--- src/hdl/sfcc_pkg.sv ---
// Shared types, codes and arithmetic helpers for the sensor frame CRC converter.
package sfcc_pkg;

  localparam logic [7:0] CRC_POLY = 8'h31;
  localparam logic [7:0] CRC_INIT = 8'hFF;

  // Byte positions within the six-byte response
  localparam logic [2:0] POS_T_HI  = 3'd0;
  localparam logic [2:0] POS_T_LO  = 3'd1;
  localparam logic [2:0] POS_T_CRC = 3'd2;
  localparam logic [2:0] POS_H_HI  = 3'd3;
  localparam logic [2:0] POS_H_LO  = 3'd4;
  localparam logic [2:0] POS_H_CRC = 3'd5;

  localparam logic [1:0] ST_OK       = 2'd0;
  localparam logic [1:0] ST_TEMP_CRC = 2'd1;
  localparam logic [1:0] ST_HUM_CRC  = 2'd2;

  localparam logic [14:0] TEMP_SPAN   = 15'd17500;
  localparam logic [13:0] HUM_SPAN    = 14'd12500;
  localparam logic [15:0] TEMP_OFFSET = 16'd4500;
  localparam logic [13:0] HUM_OFFSET  = 14'd600;
  localparam logic [13:0] HUM_MAX     = 14'd10000;
  localparam logic [16:0] FULL_SCALE  = 17'd65535;

  typedef struct packed {
    logic [1:0]  status;
    logic [15:0] temperature_word;
    logic [15:0] humidity_word;
  } frame_rec_t;

  function automatic logic [7:0] crc8_update(input logic [7:0] crc, input logic [7:0] b);
    logic [7:0] c;
    c = crc ^ b;
    for (int i = 0; i < 8; i++) begin
      c = c[7] ? ((c << 1) ^ CRC_POLY) : (c << 1);
    end
    return c;
  endfunction

  // floor(x / 65535) for x below 2^31: one estimate, one correction
  function automatic logic [15:0] div_full_scale(input logic [30:0] x);
    logic [14:0] q0;
    logic [16:0] r;
    q0 = x[30:16];
    r  = {1'b0, x[15:0]} + {2'b00, q0};
    return {1'b0, q0} + ((r >= FULL_SCALE) ? 16'd1 : 16'd0);
  endfunction

endpackage

--- src/hdl/sfcc_frame.sv ---
// Byte assembler and CRC-8 checker for the six-byte measurement response.
module sfcc_frame import sfcc_pkg::*; (
  input  logic             clk,
  input  logic             rst,
  input  logic             take,
  input  logic [7:0]       rx_byte,
  input  logic             frame_start,
  output logic             rec_valid,
  output frame_rec_t       rec
);

  logic [2:0]  byte_position, byte_position_next;
  logic [7:0]  running_crc, running_crc_next;
  logic [15:0] held_temperature, held_temperature_next;
  logic [15:0] held_humidity, held_humidity_next;
  logic        temperature_crc_good, temperature_crc_good_next;
  logic [2:0]  pos;
  logic [7:0]  crc_in;
  logic [7:0]  crc_upd;
  logic        hum_good;

  // A start mark or an impossible position restarts the frame at this byte
  assign pos     = (frame_start || byte_position > POS_H_CRC) ? POS_T_HI : byte_position;
  assign crc_in  = (pos == POS_T_HI || pos == POS_H_HI) ? CRC_INIT : running_crc;
  assign crc_upd = crc8_update(crc_in, rx_byte);
  assign hum_good = (running_crc == rx_byte);

  always_comb begin
    byte_position_next        = byte_position;
    running_crc_next          = running_crc;
    held_temperature_next     = held_temperature;
    held_humidity_next        = held_humidity;
    temperature_crc_good_next = temperature_crc_good;
    rec_valid                 = 1'b0;
    unique case (pos)
      POS_T_HI: begin
        running_crc_next      = crc_upd;
        held_temperature_next = {rx_byte, held_temperature[7:0]};
        byte_position_next    = POS_T_LO;
      end
      POS_T_LO: begin
        running_crc_next      = crc_upd;
        held_temperature_next = {held_temperature[15:8], rx_byte};
        byte_position_next    = POS_T_CRC;
      end
      POS_T_CRC: begin
        temperature_crc_good_next = (running_crc == rx_byte);
        running_crc_next          = CRC_INIT;
        byte_position_next        = POS_H_HI;
      end
      POS_H_HI: begin
        running_crc_next   = crc_upd;
        held_humidity_next = {rx_byte, held_humidity[7:0]};
        byte_position_next = POS_H_LO;
      end
      POS_H_LO: begin
        running_crc_next   = crc_upd;
        held_humidity_next = {held_humidity[15:8], rx_byte};
        byte_position_next = POS_H_CRC;
      end
      default: begin
        running_crc_next   = CRC_INIT;
        byte_position_next = POS_T_HI;
        rec_valid          = take;
      end
    endcase
  end

  always_comb begin
    rec.temperature_word = held_temperature;
    rec.humidity_word    = held_humidity;
    if (!temperature_crc_good) begin
      rec.status = ST_TEMP_CRC;
    end else if (!hum_good) begin
      rec.status = ST_HUM_CRC;
    end else begin
      rec.status = ST_OK;
    end
  end

  always_ff @(posedge clk) begin
    if (rst) begin
      byte_position        <= POS_T_HI;
      running_crc          <= CRC_INIT;
      held_temperature     <= '0;
      held_humidity        <= '0;
      temperature_crc_good <= 1'b0;
    end else if (take) begin
      byte_position        <= byte_position_next;
      running_crc          <= running_crc_next;
      held_temperature     <= held_temperature_next;
      held_humidity        <= held_humidity_next;
      temperature_crc_good <= temperature_crc_good_next;
    end
  end

endmodule

--- src/hdl/sfcc_scale.sv ---
// Two-stage conversion of the raw words to hundredths, with the output register.
module sfcc_scale import sfcc_pkg::*; (
  input  logic               clk,
  input  logic               rst,
  input  logic               rec_valid,
  input  frame_rec_t         rec,
  output logic               rec_ready,
  output logic               out_valid,
  input  logic               out_ready,
  output logic [1:0]         status,
  output logic signed [14:0] temperature_centi,
  output logic [13:0]        humidity_centi,
  output logic [15:0]        temperature_word,
  output logic [15:0]        humidity_word
);

  logic        advance;
  logic        s1_valid;
  frame_rec_t  s1_rec;
  logic [30:0] s1_temp_prod;
  logic [29:0] s1_hum_prod;
  logic [15:0] temp_q;
  logic [15:0] hum_q;
  logic [15:0] temp_val;
  logic [13:0] hum_val;

  assign advance   = !out_valid || out_ready;
  assign rec_ready = !s1_valid || advance;

  // Stage 1: constant products
  always_ff @(posedge clk) begin
    if (rst) begin
      s1_valid <= 1'b0;
    end else if (rec_ready) begin
      s1_valid <= rec_valid;
    end
  end

  always_ff @(posedge clk) begin
    if (rec_ready && rec_valid) begin
      s1_rec       <= rec;
      s1_temp_prod <= 31'(rec.temperature_word) * 31'(TEMP_SPAN);
      s1_hum_prod  <= 30'(rec.humidity_word) * 30'(HUM_SPAN);
    end
  end

  // Stage 2: divide by full scale, offset and clamp
  assign temp_q   = div_full_scale(s1_temp_prod);
  assign hum_q    = div_full_scale({1'b0, s1_hum_prod});
  assign temp_val = temp_q - TEMP_OFFSET;

  always_comb begin
    if (hum_q[13:0] < HUM_OFFSET) begin
      hum_val = '0;
    end else if (hum_q[13:0] - HUM_OFFSET > HUM_MAX) begin
      hum_val = HUM_MAX;
    end else begin
      hum_val = hum_q[13:0] - HUM_OFFSET;
    end
  end

  always_ff @(posedge clk) begin
    if (rst) begin
      out_valid <= 1'b0;
    end else if (advance) begin
      out_valid <= s1_valid;
    end
  end

  always_ff @(posedge clk) begin
    if (advance && s1_valid) begin
      status           <= s1_rec.status;
      temperature_word <= s1_rec.temperature_word;
      humidity_word    <= s1_rec.humidity_word;
      if (s1_rec.status == ST_OK) begin
        temperature_centi <= temp_val[14:0];
        humidity_centi    <= hum_val;
      end else begin
        temperature_centi <= '0;
        humidity_centi    <= '0;
      end
    end
  end

endmodule

--- src/hdl/sensor_frame_crc_convert.sv ---
// Top level of the sensor frame CRC checker and converter.
// Takes the six-byte humidity/temperature response one byte per beat (temperature
// word, its CRC-8, humidity word, its CRC-8; polynomial 0x31, init 0xFF) and gives
// one result per frame: status, temperature and humidity in hundredths, raw words.
// A byte is accepted every cycle while the result side keeps up; the rate is set by
// the combinational CRC byte update in the frame stage. The product register loads
// at the edge that accepts the sixth byte, and the output register loads from it
// once the output side can advance, which makes the result valid. Input stalls only
// when both the product stage and the output register hold a waiting result.
// frame_start on a byte restarts the frame there and drops any partial frame.
module sensor_frame_crc_convert import sfcc_pkg::*; (
  input  logic               clk,
  input  logic               rst,
  input  logic               in_valid,
  output logic               in_ready,
  input  logic [7:0]         rx_byte,
  input  logic               frame_start,
  output logic               out_valid,
  input  logic               out_ready,
  output logic [1:0]         status,
  output logic signed [14:0] temperature_centi,
  output logic [13:0]        humidity_centi,
  output logic [15:0]        temperature_word,
  output logic [15:0]        humidity_word
);

  logic       take;
  logic       rec_valid;
  frame_rec_t rec;

  assign take = in_valid && in_ready;

  sfcc_frame u_frame (
    .clk         (clk),
    .rst         (rst),
    .take        (take),
    .rx_byte     (rx_byte),
    .frame_start (frame_start),
    .rec_valid   (rec_valid),
    .rec         (rec)
  );

  sfcc_scale u_scale (
    .clk               (clk),
    .rst               (rst),
    .rec_valid         (rec_valid),
    .rec               (rec),
    .rec_ready         (in_ready),
    .out_valid         (out_valid),
    .out_ready         (out_ready),
    .status            (status),
    .temperature_centi (temperature_centi),
    .humidity_centi    (humidity_centi),
    .temperature_word  (temperature_word),
    .humidity_word     (humidity_word)
  );

  a_fail_zero: assert property (@(posedge clk) disable iff (rst)
    out_valid && status != ST_OK |-> temperature_centi == 0 && humidity_centi == 0)
    else $error("failed frame carries converted values");

  a_hum_range: assert property (@(posedge clk) disable iff (rst)
    out_valid |-> humidity_centi <= HUM_MAX
                  && (status == ST_OK || status == ST_TEMP_CRC || status == ST_HUM_CRC))
    else $error("humidity out of range or bad status code");

  a_temp_range: assert property (@(posedge clk) disable iff (rst)
    out_valid && status == ST_OK |-> temperature_centi >= -15'sd4500
                                     && temperature_centi <= 15'sd13000)
    else $error("temperature out of range");

  a_reset_idle: assert property (@(posedge clk)
    rst |=> !out_valid)
    else $error("result present after reset");

endmodule

--- config.mk ---
export PLATFORM = sky130hd
export DESIGN_NAME = sensor_frame_crc_convert
export DESIGN_NICKNAME = d
export VERILOG_FILES = /design/src/hdl/sfcc_pkg.sv /design/src/hdl/sfcc_frame.sv /design/src/hdl/sfcc_scale.sv /design/src/hdl/sensor_frame_crc_convert.sv
export SDC_FILE = /design/constraint.sdc
export NUM_CORES = 1
export LEC_CHECK = 0
export ABC_AREA = 0
export BUFFER_PORTS_ARGS = -buffer_cell sky130_fd_sc_hd__buf_2
export CORE_AREA = 2 2 164 326
export DETAILED_ROUTE_END_ITERATION = 8
export DIE_AREA = 0 0 166 328
export SYNTH_ARGS = -nofsm -noshare
export SYNTH_HDL_FRONTEND = slang
export SYNTH_SLANG_ARGS = --single-unit
--- constraint.sdc ---
create_clock -name clk -period 6.09 [get_ports clk]
set_input_delay 0.3045 -clock clk [delete_from_list [all_inputs] [get_ports clk]]
set_output_delay 0.3045 -clock clk [all_outputs]
set_load 0.05 [all_outputs]
==> metrics, run 1 <==
status=finished, final reports clean; drt first-iter violations=412; critical-path maximum fanout=10; # diodes=0; power density cells=172 nW/um2; largest net degree at the start of global routing=51; Netlist cell types=64; Syn Nets=1788; worst slew pin tran=0.842 ns; Avg WL per Cell=16.4 um; Routed Wire Length=36100 um; DRC errors left=0; P_leak=8.10 nW; Placed Cells=2174; Die ar.=54400 um2; Setup violations, final=0; GPL Wtd Cong=0.893; Row Count=118; busiest layer in global routing=met2; Seq/Total Area, Yosys=0.355; met3 Usage GRT=0.0141; Main synth FF type=edfxtp_1; Final TNS setup=0 ns; DR vias=10500; I/O Pins=78; cts bufs inserted=17; Max VDD drop=0.168 mV; Power, Total=2.95 mW; Synth Register Bits=197; H-tree lvl count=4; final setup margin=0.335 ns; Die W=166 um; CTS tree=done; met2 global-route usage=0.280; dpl cell area=16600 um2; hold_buf cts=0; nets=1868; PortBufs=77; Post-DRT Antenna Nets=0; Syn Inst Count=1455; Synth Area per Inst=10.6 um2; required time of the critical path=6.29 ns; WHS=0.190 ns; crit end category=register; Async S/R FF share, synth=0; CTS Buffer Depth=2; Tightest Hold Check Type=in2reg; Max Cap Viol=0; Via-to-Cell Ratio=4.76; utilization after layout=0.332; max-slew violation count=0; Final Hold Vio Count=0; antenna violations before repair=1; relative slew slack=0.438; share of layout cells above drive strength 1=0.0930; initial core utilization=0.297; DP HPWL=29600 um; Tot GR Track Use=0.134; core area=51800 um2; CTS root buf=clkbuf_16; period utilization=0.945; arrival time at the worst endpoint=5.96 ns; CTS clk-pin slew, worst paths=0.08 ns; met1 GRT Util=0.126; clk_skew=0.0150 ns; layout overhead on the synthesized area=11.8%; Post-Layout Cell Count=2208; crit path kind=reg2reg; first-pass detailed-route iteration total=5; first-pass GRT wire length=56900 um; Clock Sinks=197; Fmax=0.174 GHz; EDFF count, synth=151; yosys warns=0; post-route cell area=17200 um2; die height=328 um; startpoint type of the worst setup path=register; Worst Setup Slack post-DPL=0.194 ns; vias in the first global route=11000; Remaining Overflow, GRT=0; min cycle time layout=5.76 ns; Synth Cell Area=15400 um2; Worst-Skew Late Latency=0.46 ns
==> what timing repair did <==
| action | in CTS | in global routing |
|---|---|---|
| endpoints found under the setup margin | 0 | 10 |
| gates resized for setup | 0 | 2 |
| buffers inserted | 0 | 2 |
==> registers in the layout, indices dropped and copies added (netlist names), 2 cells and up <==
register	count
u_scale.s1_hum_prod	26
u_scale.s1_rec	34
u_frame.held_humidity	16
u_scale.temperature_centi	15
u_frame.held_temperature	16
u_scale.humidity_word	16
u_frame.running_crc	8
u_scale.temperature_word	16
u_frame.byte_position	3
u_scale.s1_temp_prod	28
u_scale.status	2
u_scale.humidity_centi	14
==> layout make-up <==
class	count	area (um2)
clock buffer	18	429
clock inverter	14	160
fill	5118	34600
inverter	240	902
multi-input combinational	985	8900
sequential	197	5460
tap	660	826
timing repair buffer	94	513
==> critical path, cell delays in order, from the launching register on <==
cell,delay (ns)
edfxtp_1,0.36
ha_1,0.17
inv_1,0.05
fa_1,0.39
nor2b_1,0.16
nor3_1,0.07
xnor2_1,0.19
a31oi_1,0.13
nor4_1,0.28
nand3_1,0.11
nor4b_1,0.41
o21ai_0,0.12
a21boi_0,0.20
ha_1,0.29
ha_2,0.32
nand3_1,0.11
xnor2_1,0.14
ha_1,0.23
a211oi_1,0.42
nor3_2,0.10
buf_4,0.15
and2_1,0.12
o2111a_1,0.26
nor4b_4,0.27
nor3_2,0.07
o21ai_2,0.28
nor2_1,0.08
==> synth_stat cells (all sizes together), types with 8 or more instances <==
cell type  count  area [um2]
inv          240         901
ha           229        2870
edfxtp       151        4530
fa            91        1820
nor2          87         327
a21oi         84         420
nand2         81         304
xnor2         81         709
dfxtp         46         921
o21ai         37         189
xor2          32         280
clkbuf        25        93.8
nand3         24         120
a21o          19         143
mux2i         18         180
o21a          18         135
nor3          17        95.1
nand4         13        93.8
nor2b         12        75.1
nor4          11        68.8
a211o          8        70.1
buf            8        33.8
o21bai         8        60.1
==> power by group <==
group / switching [mW] / internal, mW / total [mW]
logic: 0.204 / 0.152 / 0.356
registers: 0.0238 / 1.45 / 1.48
clock network: 0.569 / 0.551 / 1.12
total: 0.797 / 2.16 / 2.95
==> cells by family (layout without fill, tap and decap cells) <==
kind of cell,Yosys count,after routing,share of synthesized area
AO/OA/AOI/OAI,238,238,0.102
XOR/XNOR,113,113,0.0644
adder cells (fa/ha/maj),320,320,0.305
buffers and inverters,273,366,0.0669
flip-flops,197,197,0.355
multiplexers,20,20,0.0132
AND/OR/NAND/NOR,294,294,0.0939
==> path summary, 6_finish.rpt <==
path	from	endpoint	slack, ns	depth (start not counted)
worst max-delay path	u_scale.s1_hum_prod[18]	u_scale.humidity_centi[0]	0.33	26
worst min-delay path	rx_byte[6]	u_frame.held_temperature[6]	0.19	3
worst max register to register	u_scale.s1_hum_prod[18]	u_scale.humidity_centi[0]	0.33	26
worst min register to register	u_scale.s1_rec[24]	u_scale.temperature_word[8]	0.41	0
==> placed cells by master, fill, tap and decap left out, types with 15 or more instances in the layout <==
master / Yosys / routed
inv_1: 240 / 239
ha_1: 229 / 228
edfxtp_1: 151 / 151
fa_1: 91 / 91
nor2_1: 87 / 87
a21oi_1: 84 / 84
xnor2_1: 81 / 81
nand2_1: 81 / 81
buf_2: 3 / 77
dfxtp_1: 46 / 46
o21ai_0: 36 / 36
xor2_1: 32 / 32
nand3_1: 24 / 24
a21o_1: 19 / 19
o21a_1: 18 / 18
mux2i_1: 18 / 18
clkbuf_16: 0 / 17
buf_4: 0 / 17
nor3_1: 15 / 15
==> metal layers <==
layer	share of wire	wire, um
met5	0	0
met4	0.041	1470
met3	0.020	719
met2	0.59	21200
met1	0.35	12700
(Power assumes the default switching activity.)
==> run 2: changes to the inputs <==
==> constraint.sdc (replaced) <==
create_clock -name clk -period 7.2 [get_ports clk]
set_input_delay 0.36 -clock clk [delete_from_list [all_inputs] [get_ports clk]]
set_output_delay 0.36 -clock clk [all_outputs]
set_load 0.05 [all_outputs]
==> run 2 against run 1 <==
Compared with the run above:
- combinational power shrank 17%
- power shrank 15%
- die area is the same
==> metrics, run 2 (synthesis gave the netlist of run 1 again) <==
dpl cell area=16500 um2 (-0.54%); Final Hold Vio Count=0 (unchanged); vias in the first global route=10900 (-0.87%); relative slew slack=0.342 (-0.0967); Avg WL per Cell=16.0 um (-2.0%); Fmax=0.159 GHz (-8.4%); post_cts resized=0 (unchanged); arrival time at the worst endpoint=6.48 ns (+0.52 ns); Net Sw Frac=0.270 (about the same); H-tree lvl count=4 (unchanged); Most flops, register=u_scale.s1_rec; DP HPWL=29000 um (-2.0%); core area=51800 um2 (unchanged); Worst-Skew Late Latency=0.47 ns (about the same); unrepaired setup endpoints after global routing=no; Tot GR Track Use=0.133 (-0.00131); CTS Buffer Depth=2 (unchanged); Reg2Reg Launch Point=u_scale.s1_hum_prod[19]; Clock Sinks=197 (unchanged); most frequent cells in the layout=239 x inv_1, 229 x ha_1, 151 x edfxtp_1, 91 x fa_1, 87 x nor2_1; max reg flops=34 (unchanged); I/O Pins=78 (unchanged); Tightest Hold Check Type=in2reg; GPL Wtd Cong=0.897 (+0.55%); post-route cell area=17100 um2 (-0.49%); antenna violations before repair=1 (unchanged); Reg power frac=0.497 (-0.003); worst slew pin tran=0.988 ns (+0.146 ns); CTS clk-pin slew, worst paths=0.08 ns (about the same); critical-path maximum fanout=14 (+4); Clk pwr share=0.385 (+0.006); hold_buf cts=0 (unchanged); net switching power=0.679 mW (-15%); status=finished, final reports clean; WHS=0.247 ns (+0.0577 ns); period utilization=0.872 (-0.0726); Row Count=118 (unchanged); share of layout cells above drive strength 1=0.0841 (-0.00893); initial core utilization=0.297 (unchanged); Worst Setup Slack post-DPL=0.857 ns (+0.664 ns); setup repair bufs after CTS=0 (unchanged); first-pass detailed-route iteration total=4 (-1); worst hold path startpoint=rx_byte[6]; P_leak=8.04 nW (-0.74%); drt first-iter violations=376 (-8.7%); CTS tree=done; DRC errors left=0 (unchanged); Die ar.=54400 um2 (unchanged); Via-to-Cell Ratio=4.70 (-1.2%); clk_skew=0.0177 ns (+0.00271 ns); P_int=1.84 mW (-15%); power density cells=147 nW/um2 (-14%); largest net degree at the start of global routing=76 (+49%); Die W=166 um (unchanged); commonest non-fill, non-tap cell in the layout=inv_1; first-pass GRT wire length=56700 um (-0.33%); nets=1854 (-0.75%); crit path kind=reg2reg; layout overhead on the synthesized area=11.3%; startpoint type of the worst setup path=register; # diodes=0 (unchanged); min cycle time layout=6.28 ns (+0.526 ns); Setup violations, final=0 (unchanged); Post-DRT Antenna Nets=0 (unchanged); Routed Wire Length=35200 um (-2.6%); Remaining Overflow, GRT=0 (unchanged); Setup crit start=u_scale.s1_hum_prod[19]; crit end category=register; Max Cap Viol=0 (unchanged); Comb pwr share=0.118 (-0.003); final setup margin=0.919 ns (+0.584 ns); DR vias=10300 (-1.8%); largest registers=u_scale.s1_rec x34, u_scale.s1_temp_prod x28, u_scale.s1_hum_prod x26; max-slew violation count=0 (unchanged); Final TNS setup=0 ns (unchanged); cts bufs inserted=17 (unchanged); die height=328 um (unchanged); Max VDD drop=0.143 mV (-15%); PortBufs=77 (unchanged); required time of the critical path=7.40 ns (+1.11 ns); CTS root buf=clkbuf_16
[run 2: metrics by stage]
| stage | utilization | power [mW] | std cells |
|---|---|---|---|
| after global placement | 0.318 | 1.57 | 2162 |
| after CTS | 0.330 | 2.55 | 2194 |
| final | 0.330 | 2.51 | 2194 |
| after global routing | 0.330 | 2.64 | 2194 |
| after floorplan | - | 1.51 | 1455 |
| after detailed placement | 0.318 | 1.58 | 2162 |
[run 2: worst max-delay path, stage by stage (launching register included)]
cell,delay [ns]
edfxtp_1,0.66
inv_1,0.25
fa_1,0.48
nor2b_1,0.17
nor3_1,0.07
xnor2_1,0.15
a31oi_1,0.11
nor4_1,0.28
nand3_1,0.10
nor4b_1,0.40
o21ai_0,0.12
a21boi_0,0.19
ha_1,0.27
ha_1,0.38
nand3_1,0.14
xnor2_1,0.16
ha_1,0.23
o32ai_1,0.49
nor3_2,0.12
mux2_2,0.31
xnor2_1,0.17
nor4b_4,0.33
nor3_2,0.07
o21ai_2,0.28
nor2_1,0.08
[run 2: worst paths after layout]
| path | cells after the start | end | slack [ns] |
|---|---|---|---|
| worst max-delay path | 24 | u_scale.humidity_centi[7] | 0.92 |
| worst max register to register | 24 | u_scale.humidity_centi[7] | 0.92 |
| worst min register to register | 0 | u_scale.temperature_word[15] | 0.42 |
| worst min-delay path | 3 | u_frame.held_temperature[6] | 0.25 |
[run 2: final cells by class]
cell class	count	area [um2]
clock inverters	14	180
repair buffers	80	408
inverters	240	902
multi-input cells	985	8890
well taps	660	826
flip-flops and latches	197	5460
clock buffers	18	439
fillers	5212	34700
[run 2: power by group through the flow]
stage | Clock, mW | Sequential (mW) | Combinational (mW)
2_1_floorplan | 0 | 1.27 | 0.243
3_3_place_gp | 0 | 1.28 | 0.291
5_1_grt | 1.04 | 1.25 | 0.349
4_1_cts | 0.995 | 1.25 | 0.301
3_5_place_dp | 0 | 1.28 | 0.299
6_report | 0.968 | 1.25 | 0.296
[run 2: layer usage]
metal,global-route usage,part of all wire
met5,0,0
met4,0.0690,0.044
met3,0.0159,0.023
met2,0.275,0.59
met1,0.124,0.35
